### config.mk
export PLATFORM = sky130hd
export DESIGN_NAME = scl2x_kernel
export DESIGN_NICKNAME = d
export VERILOG_FILES = /design/src/scl2x_pkg.sv /design/src/scl2x_kernel.sv
export SDC_FILE = /design/constraint.sdc
export NUM_CORES = 1
export LEC_CHECK = 0
export BUFFER_PORTS_ARGS = -buffer_cell sky130_fd_sc_hd__clkbuf_2
export CAP_MARGIN = 0
export CORE_AREA = 2 2 113 115
export DETAILED_ROUTE_END_ITERATION = 6
export DIE_AREA = 0 0 115 117
export MAX_ROUTING_LAYER = met4
export SLEW_MARGIN = 20
export SYNTH_ARGS = -nofsm -noshare
export SYNTH_HDL_FRONTEND = slang
export SYNTH_SLANG_ARGS = --single-unit
### constraint.sdc
create_clock -name vclk -period 3.1
set_input_delay 0.62 -clock vclk [all_inputs]
set_output_delay 0.62 -clock vclk [all_outputs]
set_load 0.005 [all_outputs]
### src/scl2x_pkg.sv
`default_nettype none

package scl2x_pkg;

    // Frame limits
    localparam int MAX_WIDTH  = 1024;
    localparam int MAX_HEIGHT = 1024;

    localparam int COL_W = $clog2(MAX_WIDTH);
    localparam int ROW_W = $clog2(MAX_HEIGHT);
    localparam int CFG_W = 11;
    localparam int PIX_W = 32;

    // Register reset values
    localparam logic [CFG_W-1:0] RESET_WIDTH  = CFG_W'(320);
    localparam logic [CFG_W-1:0] RESET_HEIGHT = CFG_W'(224);

    // Configuration port
    localparam int APB_ADDR_W = 3;
    localparam int APB_DATA_W = 32;

    typedef enum logic {
        REG_FRAME_WIDTH  = 1'b0,
        REG_FRAME_HEIGHT = 1'b1
    } reg_idx_t;

    // Result queue
    localparam int FIFO_DEPTH = 8;
    localparam int FIFO_PTR_W = $clog2(FIFO_DEPTH);
    localparam int FIFO_CNT_W = FIFO_PTR_W + 1;
    localparam int PUSH_MAX   = 3;

    typedef struct packed {
        logic [PIX_W-1:0] e0;
        logic [PIX_W-1:0] e1;
        logic [PIX_W-1:0] e2;
        logic [PIX_W-1:0] e3;
        logic [ROW_W-1:0] row;
        logic [COL_W-1:0] col;
        logic             done;
    } block_t;

    // Up to three blocks per item, in raster order: above, trailing, last
    typedef struct packed {
        logic   [PUSH_MAX-1:0] valid;
        block_t [PUSH_MAX-1:0] blk;
    } push_t;

endpackage

`default_nettype wire

### src/scl2x_kernel.sv
`default_nettype none

module scl2x_kernel (
    input  logic [scl2x_pkg::PIX_W-1:0] b,
    input  logic [scl2x_pkg::PIX_W-1:0] d,
    input  logic [scl2x_pkg::PIX_W-1:0] e,
    input  logic [scl2x_pkg::PIX_W-1:0] f,
    input  logic [scl2x_pkg::PIX_W-1:0] h,
    output logic [scl2x_pkg::PIX_W-1:0] e0,
    output logic [scl2x_pkg::PIX_W-1:0] e1,
    output logic [scl2x_pkg::PIX_W-1:0] e2,
    output logic [scl2x_pkg::PIX_W-1:0] e3
);

    import scl2x_pkg::*;

    logic db_eq;
    logic bf_eq;
    logic dh_eq;
    logic hf_eq;

    // Shared neighbour equalities
    assign db_eq = (d == b);
    assign bf_eq = (b == f);
    assign dh_eq = (d == h);
    assign hf_eq = (h == f);

    // Pick each quadrant from its corner neighbour or the centre
    assign e0 = (db_eq && !bf_eq && !dh_eq) ? d : e;
    assign e1 = (bf_eq && !db_eq && !hf_eq) ? f : e;
    assign e2 = (dh_eq && !db_eq && !hf_eq) ? d : e;
    assign e3 = (hf_eq && !dh_eq && !bf_eq) ? f : e;

endmodule

`default_nettype wire

# Word level (Yosys, flattened, before mapping)
# Index checks and enable logic that the tools add are counted.
[op_classes]
n_reduce_logical = 12
n_eq_ne = 4
n_mux = 4
[op_table]
columns = ["cell", "count"]
rows = [
  ["$eq A32 B32 Y1", 4],
  ["$mux W32", 4],
  ["$logic_and A1 B1 Y1", 8],
  ["$logic_not A1 Y1", 4],
]
[totals]
input_bits = 160
elab_cells = 20
output_inout_bits = 128
reg_bits = 0

# Longest topological paths before layout
[logic_depth]
word_depth = 5
ltp_mapped = 7
mapped_depth_nobuf = 6

# Least setup slack after synthesis
# OpenSTA, ideal clock, no wires.
[synth_timing]
path_type = "input-to-output"
startpoint = "in f[2] (netlist bit)"
endpoint = "out e3[1] (netlist bit)"
stages = 7
setup_slack_ns = 0.469
required_ns = 2.480
n_path_buf = 1
t_arrival_ns = 2.011
path_cell_list = "xnor2_1 nand4_1 nor4_2 nand2_1 nand4_2 buf_6 mux2_2"
[synth_between]
elab_chain_len = 4
word_cells_on_any_way = 6
[synth_rtl]
columns = ["item", "line_no", "text"]
rows = [
  ["from (decl)", "scl2x_kernel.sv:7", "input logic [scl2x_pkg::PIX_W-1:0] f,"],
  ["$eq A32 B32 Y1 (on tied branches)", "scl2x_kernel.sv:26, scl2x_kernel.sv:24", ""],
  ["$logic_and A1 B1 Y1 or $logic_not A1 Y1 (tied branches)", "scl2x_kernel.sv:32", "assign e3 = (hf_eq && !dh_eq && !bf_eq) ? f : e;"],
  ["$logic_and A1 B1 Y1 *", "scl2x_kernel.sv:32", ""],
  ["$mux W32 *", "scl2x_kernel.sv:32", ""],
  ["to (decl)", "scl2x_kernel.sv:12", "output logic [scl2x_pkg::PIX_W-1:0] e3"],
]
# Every way passes the cells marked *; elsewhere a longest branch is shown, timed or not.

# Worst setup path after layout
[layout_timing]
startpoint = "in b[9] (netlist bit)"
endpoint = "out e0[2] (netlist bit)"
[layout_between]
elab_chain_len = 5
word_cells_on_any_way = 6
[layout_rtl]
columns = ["item", "line_no", "text"]
rows = [
  ["from (decl)", "scl2x_kernel.sv:4", "input logic [scl2x_pkg::PIX_W-1:0] b,"],
  ["$eq A32 B32 Y1", "scl2x_kernel.sv:24", "assign bf_eq = (b == f);"],
  ["$logic_not A1 Y1", "scl2x_kernel.sv:29", "assign e0 = (db_eq && !bf_eq && !dh_eq) ? d : e;"],
  ["$logic_and A1 B1 Y1 * (2 in series)", "scl2x_kernel.sv:29", ""],
  ["$mux W32 *", "scl2x_kernel.sv:29", ""],
  ["to (decl)", "scl2x_kernel.sv:9", "output logic [scl2x_pkg::PIX_W-1:0] e0,"],
]
# Marks and branches as above.

==> run summary <==
Status - finished, violations left
Failing checks - negative setup slack
WP data arrival - 2.57 ns
Max_slew headroom - 79.47%
Total of max-cap violations - 0
Post-DRT Antenna Nets - 0
Routability congestion estimate - 0.8887
I/O Buffers - 288
Crit. End Element - primary output
Largest area contributor in the synthesized netlist - mux2_4
Initial core utilization - 27.75%
Adder-cell share of the synthesized area - 0%
Critical Path Slowest Stage Cell - nor4_4
Die Height - 117 um
Synth warn - 0
Hold buffers post-CTS - 0
Tcrit/Tclk final - 102.7%
Static Leak - 3.274 nW
Synth top cells by count - xnor2_1, mux2_4, mux2_2, nand4_1, buf_6
Fin. max-slew vios - 0
First drt pass iteration count - 4
XOR/XNOR share of the synthesized area - 32.81%
Seq. cell area - 0 sq um
Final core utilization - 49.48%
Post-synthesis mux area share - 52.29%
Register area share after synthesis - 0%
Via density - 4.754
Die W - 115 um
Setup violations, final - 113
Max rail drop VDD - 0.05634 mV
First-pass GRT wire length - 21.45 mm
Compound-Gate Fraction of Synth Area - 0%
Post-Syn Instances - 316
Iter 0 DRT Violations - 84
Number of global-route vias before repair - 4032
Core area - 0.01231 sq mm
Synth Net Count - 476
Buf/Inv on CP - 5
Unrepaired setup endpoints after global routing - true
# nets final - 829
Largest net degree at the start of global routing - 18
Most frequently used cell type in the post-synthesis netlist - xnor2_1
DP Wirelength - 12.60 mm
Worst setup margin - -0.08523 ns
Area Growth Syn to Fin - 78.29%
Die Area - 0.01346 sq mm
Worst path required time - 2.48 ns
Total GRT Usage - 21.37%
WS Path Type - primary input to primary output
Startpoint Class - primary input
Pre-CTS setup slack - -0.2974 ns
Worst min-delay path class - primary input to primary output
Row count - 41
Ranking of synthesized cells by area - mux2_4, xnor2_1, mux2_2
Worst Min Path Start - e[24]
Largest delay share family, worst path - simple AND/OR/NAND/NOR gates
Crit-path max cell delay - 0.37 ns
Vias - 3884
Largest family of logic cells by synthesized area - multiplexers
Ports - 288
CP startpoint - b[9]
Crit-path cells - buf_8 > buf_6 > xnor2_2 > nand4_1 > nor4_4 > buf_4 > nand2_4 > nand4_4 > buf_12 > mux2_4 > clkbuf_2
Antenna cell count - 0
Worst Path Max Fanout - 17
GRT Residual Overflow - 0
Clock period minus final worst setup slack - 3.185 ns
Count of cell types in the netlist - 9
Synth Area in Simple Gates - 10.95%
Clock buffer count - 0
Layout cells sized above 1 - 79.46%
Initial antenna violation count - 0
Routed WL - 15.25 mm
Seq cells - 0
Post-synthesis cell area - 0.003417 sq mm
WL/cell - 18.67 um
Synth Area per Inst - 10.81 sq um
Actual slew at the worst max-slew pin - 0.3053 ns
DRC - 0
Power per Cell Area - 120.1 mW/mm^2
Final hold viol count - 0
Synth top area share - 40.42%
Fmax - 313.9 MHz
[per-layer routing]
| metal | share of wire, % | up-vias | GRT usage (%) | wire (um) |
|---|---|---|---|---|
| met5 | 0 | - | - | 0 |
| met4 | 1.1 | 0 | 2.651 | 161 |
| met3 | 6.2 | 10 | 2.266 | 941 |
| met2 | 52 | 175 | 39.61 | 7873 |
| met1 | 41 | 1831 | 25.68 | 6277 |
| li1 | - | 1868 | - | - |
[power by group]
group / leakage (nW) / total (mW) / internal, mW / switching, mW
combinational: 3.27 / 0.732 / 0.424 / 0.307
clock: 0 / 0 / 0 / 0
sequential: 0 / 0 / 0 / 0
total: 3.27 / 0.732 / 0.424 / 0.307
[worst min-delay path: cells and delay by family]
family | cells | cell delay, ns
muxes | 1 | 0.14
buffers and inverters | 2 | 0.21
[repair_timing]
item,4_1_cts,5_1_grt
pin swaps,13,12
setup buffers,9,5
setup endpoints to repair,128,128
resized for setup,43,51
endpoints found under the hold margin,0,0
gates cloned,4,1
[placed cells by master, fill, tap and decap left out, drive strengths merged]
cell and instances:
clkbuf 275, buf 88, nand2 4, mux2 128, xnor2 128, nor4 8, nand4 36
[through the flow]
stage / hold WS, ns / setup TNS (ns) / std cells / cell area [sq um] / total power, mW
after floorplan: 1.361 / 0 / 316 / 3417 / 0.2942
after global placement: 1.571 / -23.90 / 806 / 5518 / 0.6646
after detailed placement: 1.583 / -26.14 / 806 / 5518 / 0.6736
after CTS: 1.584 / -11.59 / 817 / 5962 / 0.7106
after global routing: 1.599 / -17.09 / 817 / 6092 / 0.7921
final: 1.584 / -4.859 / 817 / 6092 / 0.7319
[worst paths after layout]
path / slack (ns) / end / cells after the start
max: -0.09 / e0[2] / 11
min: 1.58 / e0[24] / 3
[kinds of logic after synthesis]
group	Yosys count
multiplexers	128
XOR/XNOR	128
buffers and inverters	12
AND/OR/NAND/NOR	48
[area by class of cell]
class	instances	area (sq um)
Fill cell	1125	6220
Multi-Input combinational cell	304	3592
Tap cell	150	187.7
Timing Repair Buffer	363	2312
(Power assumes the default switching activity.)
